File: src/hdl/assert_macros.svh
// assertion macros used by the top-level design file
`ifndef ASSERT_MACROS_SVH
`define ASSERT_MACROS_SVH

// same-cycle implication, disabled while reset is low
`define ASSERT_IMPLIES(lbl, ck, rn, ante, cons) \
  lbl: assert property (@(posedge ck) disable iff (!rn) (ante) |-> (cons)) \
    else $error("implication check failed");

// next-cycle implication, disabled while reset is low
`define ASSERT_NEXT(lbl, ck, rn, ante, cons) \
  lbl: assert property (@(posedge ck) disable iff (!rn) (ante) |=> (cons)) \
    else $error("next-cycle check failed");

`endif

File: src/hdl/ascp_pkg.sv
// shared constants, types and codes of the scope trace renderer
package ascp_pkg;

  localparam int SAMPLE_COUNT = 128;
  localparam int ADDR_W       = $clog2(SAMPLE_COUNT);
  localparam int SAMPLE_W     = 16;
  localparam int COL_W        = 10;
  localparam int ROW_W        = 4;
  localparam int CFG_W        = 11;
  localparam int PEAK_W       = 16;
  localparam int FRAC_W       = 8;
  localparam int GAIN_W       = 10;

  localparam int MID_ROW      = 8;
  localparam int ROW_MIN      = 2;
  localparam int ROW_MAX      = 13;
  localparam int GAIN_LIMIT   = 110;
  localparam int GAIN_NUM     = 11000;
  localparam int GAIN_FLAT    = 100;
  localparam int GAIN_CAP     = 620;
  localparam int FULL_SCALE   = 10000;
  localparam int QMAX         = 7;
  localparam int QCNT_W       = 3;

  localparam int WIDTH_RESET  = 240;
  localparam int WIDTH_MIN    = 2;
  localparam int WIDTH_MAX    = 1024;

  localparam int DIV_DVD_W    = ADDR_W + FRAC_W + COL_W;
  localparam int DIV_DVS_W    = COL_W;
  localparam int ITER_W       = $clog2(DIV_DVD_W + 1);
  localparam int GAIN_ITERS   = 14;
  localparam int GAIN_SHIFT   = DIV_DVD_W - GAIN_ITERS;

  localparam int DIFF_W       = SAMPLE_W + 1;
  localparam int MPROD_W      = DIFF_W + FRAC_W + 1;
  localparam int SMOOTH_W     = SAMPLE_W + 1;
  localparam int SUM_W        = SAMPLE_W + 2;
  localparam int PROD_W       = SMOOTH_W + GAIN_W + 1;
  localparam int ACC_W        = PROD_W + 3;

  typedef enum logic {
    FUNC_STORE = 1'b0,
    FUNC_DRAW  = 1'b1
  } func_t;

  typedef enum logic [3:0] {
    ST_IDLE,
    ST_GAIN,
    ST_GAIN_WAIT,
    ST_POS,
    ST_POS_WAIT,
    ST_RD0,
    ST_RD1,
    ST_RD2,
    ST_INTERP,
    ST_SCALE,
    ST_SCALE6,
    ST_QUOT,
    ST_ROW
  } state_t;

  typedef struct packed {
    logic                 start;
    logic [DIV_DVD_W-1:0] dividend;
    logic [DIV_DVS_W-1:0] divisor;
    logic [ITER_W-1:0]    iters;
  } div_req_t;

  typedef struct packed {
    logic                 done;
    logic [DIV_DVD_W-1:0] quot;
  } div_rsp_t;

  typedef struct packed {
    logic [ROW_W-1:0] bottom_row;
    logic [ROW_W-1:0] top_row;
    logic [COL_W-1:0] column;
  } result_t;

endpackage

File: src/hdl/autogain_scope_trace_renderer_core.sv
// top level of the auto-gain scope trace renderer
//
//   channel  dir   handshake               payload
//   in_      in    in_tvalid / in_tready   tdata: index, sample; tuser: func
//   out_     out   out_tvalid / out_tready tdata: column, top_row, bottom_row
//   cfg_     in    cfg_valid / cfg_ready   cfg_data: screen_width
//
// a store request leaves the engine idle; a draw request holds the input through the
// column position divide, the gain divide when the peak is below 110, the subtract
// loop that scales the row and the fixed read, interpolate, scale and row states
// rst_n is synchronous: peak returns to 1, previous row to 8, width to 240
// a finished span waits in the output register; the engine holds while it is full and not being read
module autogain_scope_trace_renderer_core (
  input  logic        clk,
  input  logic        rst_n,
  input  logic        in_tvalid,
  output logic        in_tready,
  input  logic [31:0] in_tdata,   // [9:0] index, [25:10] sample
  input  logic        in_tuser,   // [0] func
  output logic        out_tvalid,
  input  logic        out_tready,
  output logic [23:0] out_tdata,  // [9:0] column, [13:10] top_row, [17:14] bottom_row
  input  logic        cfg_valid,
  output logic        cfg_ready,
  input  logic [10:0] cfg_data    // screen_width
);
  import ascp_pkg::*;

`include "assert_macros.svh"

  logic [CFG_W-1:0] width_r, width_nxt;
  logic             out_valid_r, out_valid_nxt;
  result_t          out_res_r, out_res_nxt;

  div_req_t         div_req;
  div_rsp_t         div_rsp;
  logic             res_valid;
  logic             res_ready;
  result_t          res;

  ascp_div u_div (
    .clk   (clk),
    .rst_n (rst_n),
    .req   (div_req),
    .rsp   (div_rsp)
  );

  ascp_engine u_engine (
    .clk          (clk),
    .rst_n        (rst_n),
    .item_valid   (in_tvalid),
    .item_ready   (in_tready),
    .item_func    (func_t'(in_tuser)),
    .item_index   (in_tdata[COL_W-1:0]),
    .item_sample  (in_tdata[COL_W +: SAMPLE_W]),
    .screen_width (width_r),
    .div_req      (div_req),
    .div_rsp      (div_rsp),
    .res_valid    (res_valid),
    .res_ready    (res_ready),
    .res          (res)
  );

  always_comb begin
    cfg_ready     = 1'b1;
    width_nxt     = (cfg_valid && cfg_ready) ? cfg_data : width_r;
    res_ready     = !out_valid_r || out_tready;
    out_valid_nxt = out_valid_r;
    out_res_nxt   = out_res_r;
    if (out_valid_r && out_tready) begin
      out_valid_nxt = 1'b0;
    end
    if (res_valid && res_ready) begin
      out_valid_nxt = 1'b1;
      out_res_nxt   = res;
    end
  end

  always_ff @(posedge clk) begin
    if (!rst_n) begin
      width_r     <= CFG_W'(WIDTH_RESET);
      out_valid_r <= 1'b0;
    end else begin
      width_r     <= width_nxt;
      out_valid_r <= out_valid_nxt;
    end
    out_res_r <= out_res_nxt;
  end

  assign out_tvalid = out_valid_r;
  assign out_tdata  = {6'b0, out_res_r};

  `ASSERT_IMPLIES(a_row_order, clk, rst_n, out_tvalid, out_tdata[13:10] <= out_tdata[17:14])
  `ASSERT_IMPLIES(a_top_floor, clk, rst_n, out_tvalid, out_tdata[13:10] >= ROW_MIN)
  `ASSERT_IMPLIES(a_bottom_ceiling, clk, rst_n, out_tvalid, out_tdata[17:14] <= ROW_MAX)
  `ASSERT_IMPLIES(a_busy_in_divide, clk, rst_n, div_rsp.done, !in_tready)
  `ASSERT_NEXT(a_store_one_cycle, clk, rst_n, in_tvalid && in_tready && !in_tuser, in_tready)

endmodule

File: src/hdl/ascp_div.sv
// shared restoring divider, one quotient bit per cycle
module ascp_div (
  input  logic             clk,
  input  logic             rst_n,
  input  ascp_pkg::div_req_t req,
  output ascp_pkg::div_rsp_t rsp
);
  import ascp_pkg::*;

  logic                 busy_r, busy_nxt;
  logic                 done_r, done_nxt;
  logic [ITER_W-1:0]    cnt_r, cnt_nxt;
  logic [DIV_DVD_W-1:0] dq_r, dq_nxt;
  logic [DIV_DVS_W-1:0] rem_r, rem_nxt;
  logic [DIV_DVS_W-1:0] dvs_r, dvs_nxt;
  logic [DIV_DVS_W:0]   shifted;
  logic                 fits;

  always_comb begin
    busy_nxt = busy_r;
    done_nxt = 1'b0;
    cnt_nxt  = cnt_r;
    dq_nxt   = dq_r;
    rem_nxt  = rem_r;
    dvs_nxt  = dvs_r;
    shifted  = {rem_r, dq_r[DIV_DVD_W-1]};
    fits     = shifted >= {1'b0, dvs_r};
    if (req.start) begin
      busy_nxt = 1'b1;
      cnt_nxt  = req.iters;
      dq_nxt   = req.dividend;
      rem_nxt  = '0;
      dvs_nxt  = req.divisor;
    end else if (busy_r) begin
      if (fits) begin
        rem_nxt = DIV_DVS_W'(shifted - {1'b0, dvs_r});
      end else begin
        rem_nxt = shifted[DIV_DVS_W-1:0];
      end
      dq_nxt  = {dq_r[DIV_DVD_W-2:0], fits};
      cnt_nxt = cnt_r - 1'b1;
      if (cnt_r == ITER_W'(1)) begin
        busy_nxt = 1'b0;
        done_nxt = 1'b1;
      end
    end
  end

  always_ff @(posedge clk) begin
    if (!rst_n) begin
      busy_r <= 1'b0;
      done_r <= 1'b0;
      cnt_r  <= '0;
    end else begin
      busy_r <= busy_nxt;
      done_r <= done_nxt;
      cnt_r  <= cnt_nxt;
    end
    dq_r  <= dq_nxt;
    rem_r <= rem_nxt;
    dvs_r <= dvs_nxt;
  end

  assign rsp.done = done_r;
  assign rsp.quot = dq_r;

endmodule

File: src/hdl/ascp_engine.sv
// sequencer, sample store and datapath of the trace renderer
module ascp_engine (
  input  logic                                clk,
  input  logic                                rst_n,
  input  logic                                item_valid,
  output logic                                item_ready,
  input  ascp_pkg::func_t                     item_func,
  input  logic [ascp_pkg::COL_W-1:0]          item_index,
  input  logic signed [ascp_pkg::SAMPLE_W-1:0] item_sample,
  input  logic [ascp_pkg::CFG_W-1:0]          screen_width,
  output ascp_pkg::div_req_t                  div_req,
  input  ascp_pkg::div_rsp_t                  div_rsp,
  output logic                                res_valid,
  input  logic                                res_ready,
  output ascp_pkg::result_t                   res
);
  import ascp_pkg::*;

  state_t state_r, state_nxt;

  logic signed [SAMPLE_W-1:0] mem [SAMPLE_COUNT];
  logic signed [SAMPLE_W-1:0] rd_data_r;
  logic [ADDR_W-1:0]          rd_addr;
  logic                       mem_we;

  logic [PEAK_W-1:0]          peak_r, peak_nxt;
  logic [ROW_W-1:0]           prev_r, prev_nxt;
  logic [COL_W-1:0]           col_r, col_nxt;
  logic [DIV_DVS_W-1:0]       wm1_r, wm1_nxt;
  logic [GAIN_W-1:0]          gain_r, gain_nxt;
  logic [ADDR_W-1:0]          si_r, si_nxt;
  logic [ADDR_W-1:0]          ni_r, ni_nxt;
  logic [FRAC_W-1:0]          frac_r, frac_nxt;
  logic signed [SAMPLE_W-1:0] s0_r, s0_nxt;
  logic signed [MPROD_W-1:0]  mprod_r, mprod_nxt;
  logic signed [SMOOTH_W-1:0] smooth_r, smooth_nxt;
  logic signed [PROD_W-1:0]   prod_r, prod_nxt;
  logic [ACC_W-1:0]           acc_r, acc_nxt;
  logic                       neg_r, neg_nxt;
  logic [QCNT_W-1:0]          cnt_r, cnt_nxt;

  logic                       accept;
  logic [CFG_W-1:0]           w_cl;
  logic                       col_ok;
  logic signed [SAMPLE_W:0]   sample_ext;
  logic [SAMPLE_W:0]          mag_ext;
  logic [PEAK_W-1:0]          mag;
  logic [PEAK_W-1:0]          peak_base;
  logic [DIV_DVD_W-1:0]       pos_num;
  logic signed [DIFF_W-1:0]   diff;
  logic signed [MPROD_W-1:0]  mprod_adj;
  logic signed [MPROD_W-1:0]  mprod_sh;
  logic signed [SUM_W-1:0]    smooth_sum;
  logic signed [ACC_W-1:0]    prod_ext;
  logic signed [ACC_W-1:0]    prod6;
  logic [ROW_W:0]             wave_raw;
  logic [ROW_W-1:0]           wave;

  always_ff @(posedge clk) begin
    if (mem_we) begin
      mem[item_index[ADDR_W-1:0]] <= item_sample;
    end
    rd_data_r <= mem[rd_addr];
  end

  always_comb begin
    item_ready = (state_r == ST_IDLE);
    accept     = item_valid && item_ready;

    if (screen_width < CFG_W'(WIDTH_MIN)) begin
      w_cl = CFG_W'(WIDTH_MIN);
    end else if (screen_width > CFG_W'(WIDTH_MAX)) begin
      w_cl = CFG_W'(WIDTH_MAX);
    end else begin
      w_cl = screen_width;
    end
    col_ok = {1'b0, item_index} < w_cl;

    sample_ext = {item_sample[SAMPLE_W-1], item_sample};
    mag_ext    = sample_ext[SAMPLE_W] ? (~sample_ext + 1'b1) : sample_ext;
    mag        = mag_ext[PEAK_W-1:0];
    peak_base  = (item_index == '0) ? PEAK_W'(1) : peak_r;
    mem_we     = accept && (item_func == FUNC_STORE)
                 && (item_index < COL_W'(SAMPLE_COUNT));

    pos_num  = (DIV_DVD_W'({col_r, {ADDR_W{1'b0}}}) - DIV_DVD_W'(col_r)) << FRAC_W;
    rd_addr  = (state_r == ST_RD1) ? ni_r : si_r;

    diff       = {rd_data_r[SAMPLE_W-1], rd_data_r} - {s0_r[SAMPLE_W-1], s0_r};
    mprod_adj  = mprod_r + (mprod_r[MPROD_W-1] ? MPROD_W'(255) : MPROD_W'(0));
    mprod_sh   = mprod_adj >>> FRAC_W;
    smooth_sum = {{2{s0_r[SAMPLE_W-1]}}, s0_r} + mprod_sh[SUM_W-1:0];
    prod_ext   = {{(ACC_W-PROD_W){prod_r[PROD_W-1]}}, prod_r};
    prod6      = (prod_ext <<< 2) + (prod_ext <<< 1);

    wave_raw = neg_r ? (ROW_W+1)'(MID_ROW) + (ROW_W+1)'(cnt_r)
                     : (ROW_W+1)'(MID_ROW) - (ROW_W+1)'(cnt_r);
    if (wave_raw < (ROW_W+1)'(ROW_MIN)) begin
      wave = ROW_W'(ROW_MIN);
    end else if (wave_raw > (ROW_W+1)'(ROW_MAX)) begin
      wave = ROW_W'(ROW_MAX);
    end else begin
      wave = wave_raw[ROW_W-1:0];
    end

    res.column     = col_r;
    res.top_row    = (wave < prev_r) ? wave : prev_r;
    res.bottom_row = (wave > prev_r) ? wave : prev_r;
    res_valid      = (state_r == ST_ROW);

    div_req    = '0;
    state_nxt  = state_r;
    peak_nxt   = peak_r;
    prev_nxt   = prev_r;
    col_nxt    = col_r;
    wm1_nxt    = wm1_r;
    gain_nxt   = gain_r;
    si_nxt     = si_r;
    ni_nxt     = ni_r;
    frac_nxt   = frac_r;
    s0_nxt     = s0_r;
    mprod_nxt  = mprod_r;
    smooth_nxt = smooth_r;
    prod_nxt   = prod_r;
    acc_nxt    = acc_r;
    neg_nxt    = neg_r;
    cnt_nxt    = cnt_r;

    unique case (state_r)
      ST_IDLE: begin
        if (accept) begin
          if (item_func == FUNC_STORE) begin
            if (mem_we) begin
              peak_nxt = (mag > peak_base) ? mag : peak_base;
            end
          end else if (col_ok) begin
            col_nxt = item_index;
            wm1_nxt = DIV_DVS_W'(w_cl - 1'b1);
            if (item_index == '0) begin
              prev_nxt = ROW_W'(MID_ROW);
            end
            state_nxt = ST_GAIN;
          end
        end
      end
      ST_GAIN: begin
        if (peak_r < PEAK_W'(GAIN_LIMIT)) begin
          div_req.start    = 1'b1;
          div_req.dividend = DIV_DVD_W'(GAIN_NUM) << GAIN_SHIFT;
          div_req.divisor  = peak_r[DIV_DVS_W-1:0];
          div_req.iters    = ITER_W'(GAIN_ITERS);
          state_nxt        = ST_GAIN_WAIT;
        end else begin
          gain_nxt  = GAIN_W'(GAIN_FLAT);
          state_nxt = ST_POS;
        end
      end
      ST_GAIN_WAIT: begin
        if (div_rsp.done) begin
          gain_nxt  = (div_rsp.quot > DIV_DVD_W'(GAIN_CAP)) ? GAIN_W'(GAIN_CAP)
                                                           : div_rsp.quot[GAIN_W-1:0];
          state_nxt = ST_POS;
        end
      end
      ST_POS: begin
        div_req.start    = 1'b1;
        div_req.dividend = pos_num;
        div_req.divisor  = wm1_r;
        div_req.iters    = ITER_W'(DIV_DVD_W);
        state_nxt        = ST_POS_WAIT;
      end
      ST_POS_WAIT: begin
        if (div_rsp.done) begin
          si_nxt    = div_rsp.quot[FRAC_W +: ADDR_W];
          frac_nxt  = div_rsp.quot[FRAC_W-1:0];
          ni_nxt    = (div_rsp.quot[FRAC_W +: ADDR_W] == ADDR_W'(SAMPLE_COUNT - 1))
                      ? ADDR_W'(SAMPLE_COUNT - 1)
                      : div_rsp.quot[FRAC_W +: ADDR_W] + 1'b1;
          state_nxt = ST_RD0;
        end
      end
      ST_RD0: begin
        state_nxt = ST_RD1;
      end
      ST_RD1: begin
        s0_nxt    = rd_data_r;
        state_nxt = ST_RD2;
      end
      ST_RD2: begin
        mprod_nxt = diff * $signed({1'b0, frac_r});
        state_nxt = ST_INTERP;
      end
      ST_INTERP: begin
        smooth_nxt = smooth_sum[SMOOTH_W-1:0];
        state_nxt  = ST_SCALE;
      end
      ST_SCALE: begin
        prod_nxt  = smooth_r * $signed({1'b0, gain_r});
        state_nxt = ST_SCALE6;
      end
      ST_SCALE6: begin
        neg_nxt   = prod6[ACC_W-1];
        acc_nxt   = prod6[ACC_W-1] ? (~prod6 + 1'b1) : prod6;
        cnt_nxt   = '0;
        state_nxt = ST_QUOT;
      end
      ST_QUOT: begin
        if (acc_r >= ACC_W'(FULL_SCALE) && cnt_r != QCNT_W'(QMAX)) begin
          acc_nxt = acc_r - ACC_W'(FULL_SCALE);
          cnt_nxt = cnt_r + 1'b1;
        end else begin
          state_nxt = ST_ROW;
        end
      end
      ST_ROW: begin
        if (res_ready) begin
          prev_nxt  = wave;
          state_nxt = ST_IDLE;
        end
      end
      default: begin
        state_nxt = ST_IDLE;
      end
    endcase
  end

  always_ff @(posedge clk) begin
    if (!rst_n) begin
      state_r <= ST_IDLE;
      peak_r  <= PEAK_W'(1);
      prev_r  <= ROW_W'(MID_ROW);
    end else begin
      state_r <= state_nxt;
      peak_r  <= peak_nxt;
      prev_r  <= prev_nxt;
    end
    col_r    <= col_nxt;
    wm1_r    <= wm1_nxt;
    gain_r   <= gain_nxt;
    si_r     <= si_nxt;
    ni_r     <= ni_nxt;
    frac_r   <= frac_nxt;
    s0_r     <= s0_nxt;
    mprod_r  <= mprod_nxt;
    smooth_r <= smooth_nxt;
    prod_r   <= prod_nxt;
    acc_r    <= acc_nxt;
    neg_r    <= neg_nxt;
    cnt_r    <= cnt_nxt;
  end

endmodule

File: config.mk
export PLATFORM = sky130hd
export DESIGN_NAME = autogain_scope_trace_renderer_core
export DESIGN_NICKNAME = d
export VERILOG_FILES = /design/src/hdl/ascp_pkg.sv /design/src/hdl/autogain_scope_trace_renderer_core.sv /design/src/hdl/ascp_div.sv /design/src/hdl/ascp_engine.sv
export VERILOG_INCLUDE_DIRS = /design/src /design/src/hdl
export SDC_FILE = /design/constraint.sdc
export NUM_CORES = 2
export LEC_CHECK = 0
export BUFFER_PORTS_ARGS = -buffer_cell sky130_fd_sc_hd__buf_4
export CELL_PAD_IN_SITES_DETAIL_PLACEMENT = 1
export CELL_PAD_IN_SITES_GLOBAL_PLACEMENT = 1
export CORE_ASPECT_RATIO = 0.7
export CORE_MARGIN = 5
export CORE_UTILIZATION = 55
export DETAILED_ROUTE_END_ITERATION = 6
export HOLD_SLACK_MARGIN = 0.05
export PLACE_DENSITY_LB_ADDON = 0.1
export SLEW_MARGIN = 5
export SYNTH_ARGS = -nofsm -noshare
export SYNTH_HDL_FRONTEND = slang
export SYNTH_SLANG_ARGS = --single-unit
File: constraint.sdc
create_clock -name clk -period 7.3 [get_ports clk]
set_input_delay 1.095 -clock clk [delete_from_list [all_inputs] [get_ports clk]]
set_output_delay 1.095 -clock clk [all_outputs]
set_load 0.02 [all_outputs]
==> results.json <==
{
  "status": "completed",
  "wl_um": 299000,
  "worst-endpoint-arrival_ns": 7.56,
  "die_area_sq_um": 205000,
  "areaGrowthSynthToFinish_pct": 11.1,
  "via_per_inst": 6.43,
  "ys_ff_latch": 2343,
  "fill_cells": 17300,
  "utilization": 0.616,
  "maxCapViolations": 0,
  "synth_area_per_cell_sq_um": 16.2,
  "gr-total-overflow": 0,
  "path_class": "register to register",
  "min_period_ns": 6.94,
  "htree_levels": 4,
  "nets": 7440,
  "tightest_slew_ns": 1.27,
  "coreArea_sq_um": 194000,
  "io_pins": 76,
  "portBuffers": 62,
  "vias": 62100,
  "drt.antenna.violating_nets": 0,
  "clk_pin_slew_worst_paths_ns": 0.07,
  "worstPathRequired_ns": 7.92,
  "cp_num_buf_inv": 6,
  "worstHoldPathType": "register to register",
  "fin_setup_tns_ns": 0,
  "die_y_um": 380,
  "grt_util_all_layers": 0.291,
  "r2r_setup_slack_ns": 0.36,
  "antenna_found_initial": 11,
  "cp_top_family": "adder cells",
  "post_drt_wl_per_cell_um": 31.0,
  "synth_cells": 6651,
  "seq_area_frac_synth": 0.648,
  "dr.pass1.iters": 5,
  "dp_cells": 9259,
  "synth.distinct_cells": 94,
  "synth_edf_count": 2274,
  "synth-main-ff-cell": "edfxtp_1",
  "slew_headroom": 0.147,
  "drt_iter0_markers": 7475,
  "cellPowerDensity_nw_per_um2": 243,
  "rows": 135,
  "grt_pass1_wl_um": 445000,
  "cp_slowest_cell": "fa_1",
  "slowest_delay_ns": 0.59,
  "whs_ns": 0.438,
  "cp-start-kind": "register",
  "final_area_sq_um": 119000,
  "place_area_sq_um": 112000,
  "finalClockSkew_ns": 0.0763,
  "clk_latency_ns": 0.92,
  "place_hpwl_um": 191000,
  "grt_pass1_vias": 65100,
  "clk_path_buf_depth": 4,
  "synthArstFlopShare": 0,
  "synth_area_sq_um": 107000,
  "report.final.hold_viol_count": 0,
  "die_w_um": 538,
  "grt_max_degree": 92,
  "cellLeakagePower_uw": 0.0407,
  "cp-end-kind": "register",
  "final_layout_size_suffix_gt1_frac": 0.176,
  "cts_buffers": 224,
  "clock-root-buffer": "clkbuf_16",
  "fin_crit_sh": 0.950,
  "critPathMaxFanout": 5,
  "vdd_ir_drop_max_v": 0.000272,
  "yosysWarnings": 0,
  "cts_tree": "yes",
  "start_util": 0.554,
  "remaining_drc_errors": 0,
  "final_cells": 9665,
  "gp_congestion": 0.839,
  "maxSlewViolCount": 0,
  "setup_viol": 0,
  "max_freq_ghz": 0.144,
  "clock-sinks": 2343
}
## cells in the final DEF, fill, tap and decap left out, drive strengths merged, types with 13 or more instances in the layout
cell type | synthesis | routed
mux4 | 512 | 512
a211oi | 189 | 189
and3 | 38 | 38
or2 | 13 | 13
a21o | 53 | 53
a31oi | 82 | 82
fa | 262 | 262
clkbuf | 221 | 268
bufinv | 0 | 21
xor2 | 70 | 70
and2 | 304 | 304
ha | 240 | 240
nor2 | 265 | 265
mux2i | 27 | 27
dfxtp | 69 | 69
nor3 | 51 | 51
nor4 | 15 | 15
nand4 | 27 | 27
a311oi | 67 | 67
o21ai | 120 | 120
nand2 | 561 | 561
o211ai | 14 | 14
clkinv | 1 | 84
nand3 | 63 | 63
a21oi | 175 | 175
or3 | 21 | 21
o21a | 16 | 16
xnor2 | 139 | 139
nor2b | 52 | 52
edfxtp | 2274 | 2274
inv | 395 | 406
a32o | 15 | 15
o31ai | 15 | 15
buf | 107 | 335
nand2b | 31 | 31
## metal layers
| layer | part of all wire | wire, um | global-route usage |
|---|---|---|---|
| met5 | 0.000043 | 13 | 0 |
| met4 | 0.023 | 6940 | 0.0646 |
| met3 | 0.097 | 29000 | 0.0620 |
| met2 | 0.45 | 134000 | 0.433 |
| met1 | 0.43 | 129000 | 0.446 |
## kinds of logic after synthesis
logic type | share of synthesized area
AO/OA/AOI/OAI | 0.0541
XOR/XNOR | 0.0172
adder cells (fa/ha/maj) | 0.0767
buffers and inverters | 0.0267
flip-flops | 0.648
multiplexers | 0.110
other | 0.0000699
AND/OR/NAND/NOR | 0.0669
## registers in the layout (all words and copies together), names as in the netlist, 11 cells and up
name                count
out_tdata              18
u_engine.prod_r        28
u_engine.s0_r          16
u_engine.rd_data_r     16
u_div.dq_r             25
u_engine.peak_r        16
u_engine.smooth_r      17
u_engine.mprod_r       26
u_engine.mem         2048
width_r                11
u_engine.acc_r         30
## final timing paths
check / depth (start not counted) / endpoint / from
setup / recovery: 29 / u_engine.mprod_r[24] / u_engine.s0_r[1]
hold / removal: 0 / u_engine.s0_r[8] / u_engine.rd_data_r[8]
setup reg to reg: 29 / u_engine.mprod_r[24] / u_engine.s0_r[1]
hold reg to reg: 0 / u_engine.s0_r[8] / u_engine.rd_data_r[8]
## repair_timing
item	4_1_cts	5_1_grt
setup buffers	0	7
pin swaps	0	7
resized for setup	9	21
gates cloned	0	0
setup endpoints to repair	3	6
hold buffers	0	0
## cell usage after synthesis, drive strengths merged (139+ instances only)
library cell  instances  area [sq um]
edfxtp             2274         68300
nand2               561          2110
mux4                512         11500
inv                 395          1480
and2                304          1900
nor2                265           997
fa                  262          5250
ha                  240          3000
clkbuf              221           830
a211oi              189          1430
a21oi               175           887
xnor2               139          1240
## power breakdown
group | internal (uW) | total, uW | switching [uW]
Clock | 6460 | 11600 | 5110
Combinational | 783 | 2170 | 1390
Sequential | 15000 | 15200 | 201
## cell type report
cell class | count | area, sq um | area share
multi-input cells | 3589 | 35200 | 0.295
clock buffers | 268 | 5880 | 0.0493
repair buffers | 335 | 2680 | 0.0225
inverters | 396 | 1490 | 0.0124
flip-flops and latches | 2343 | 69700 | 0.584
clock inverters | 123 | 1190 | 0.00995
well taps | 2603 | 3260 | 0.0273
diodes | 8 | 20.0 | 0.000168
## metrics by stage
stage	power [uW]	setup slack, ns
after detailed placement	17600	-0.146
after global routing	30000	-0.00895
after CTS	29100	0.0437
after global placement	17500	0.0886
final	29000	0.364
after floorplan	16700	0.585
(Power assumes the default switching activity.)
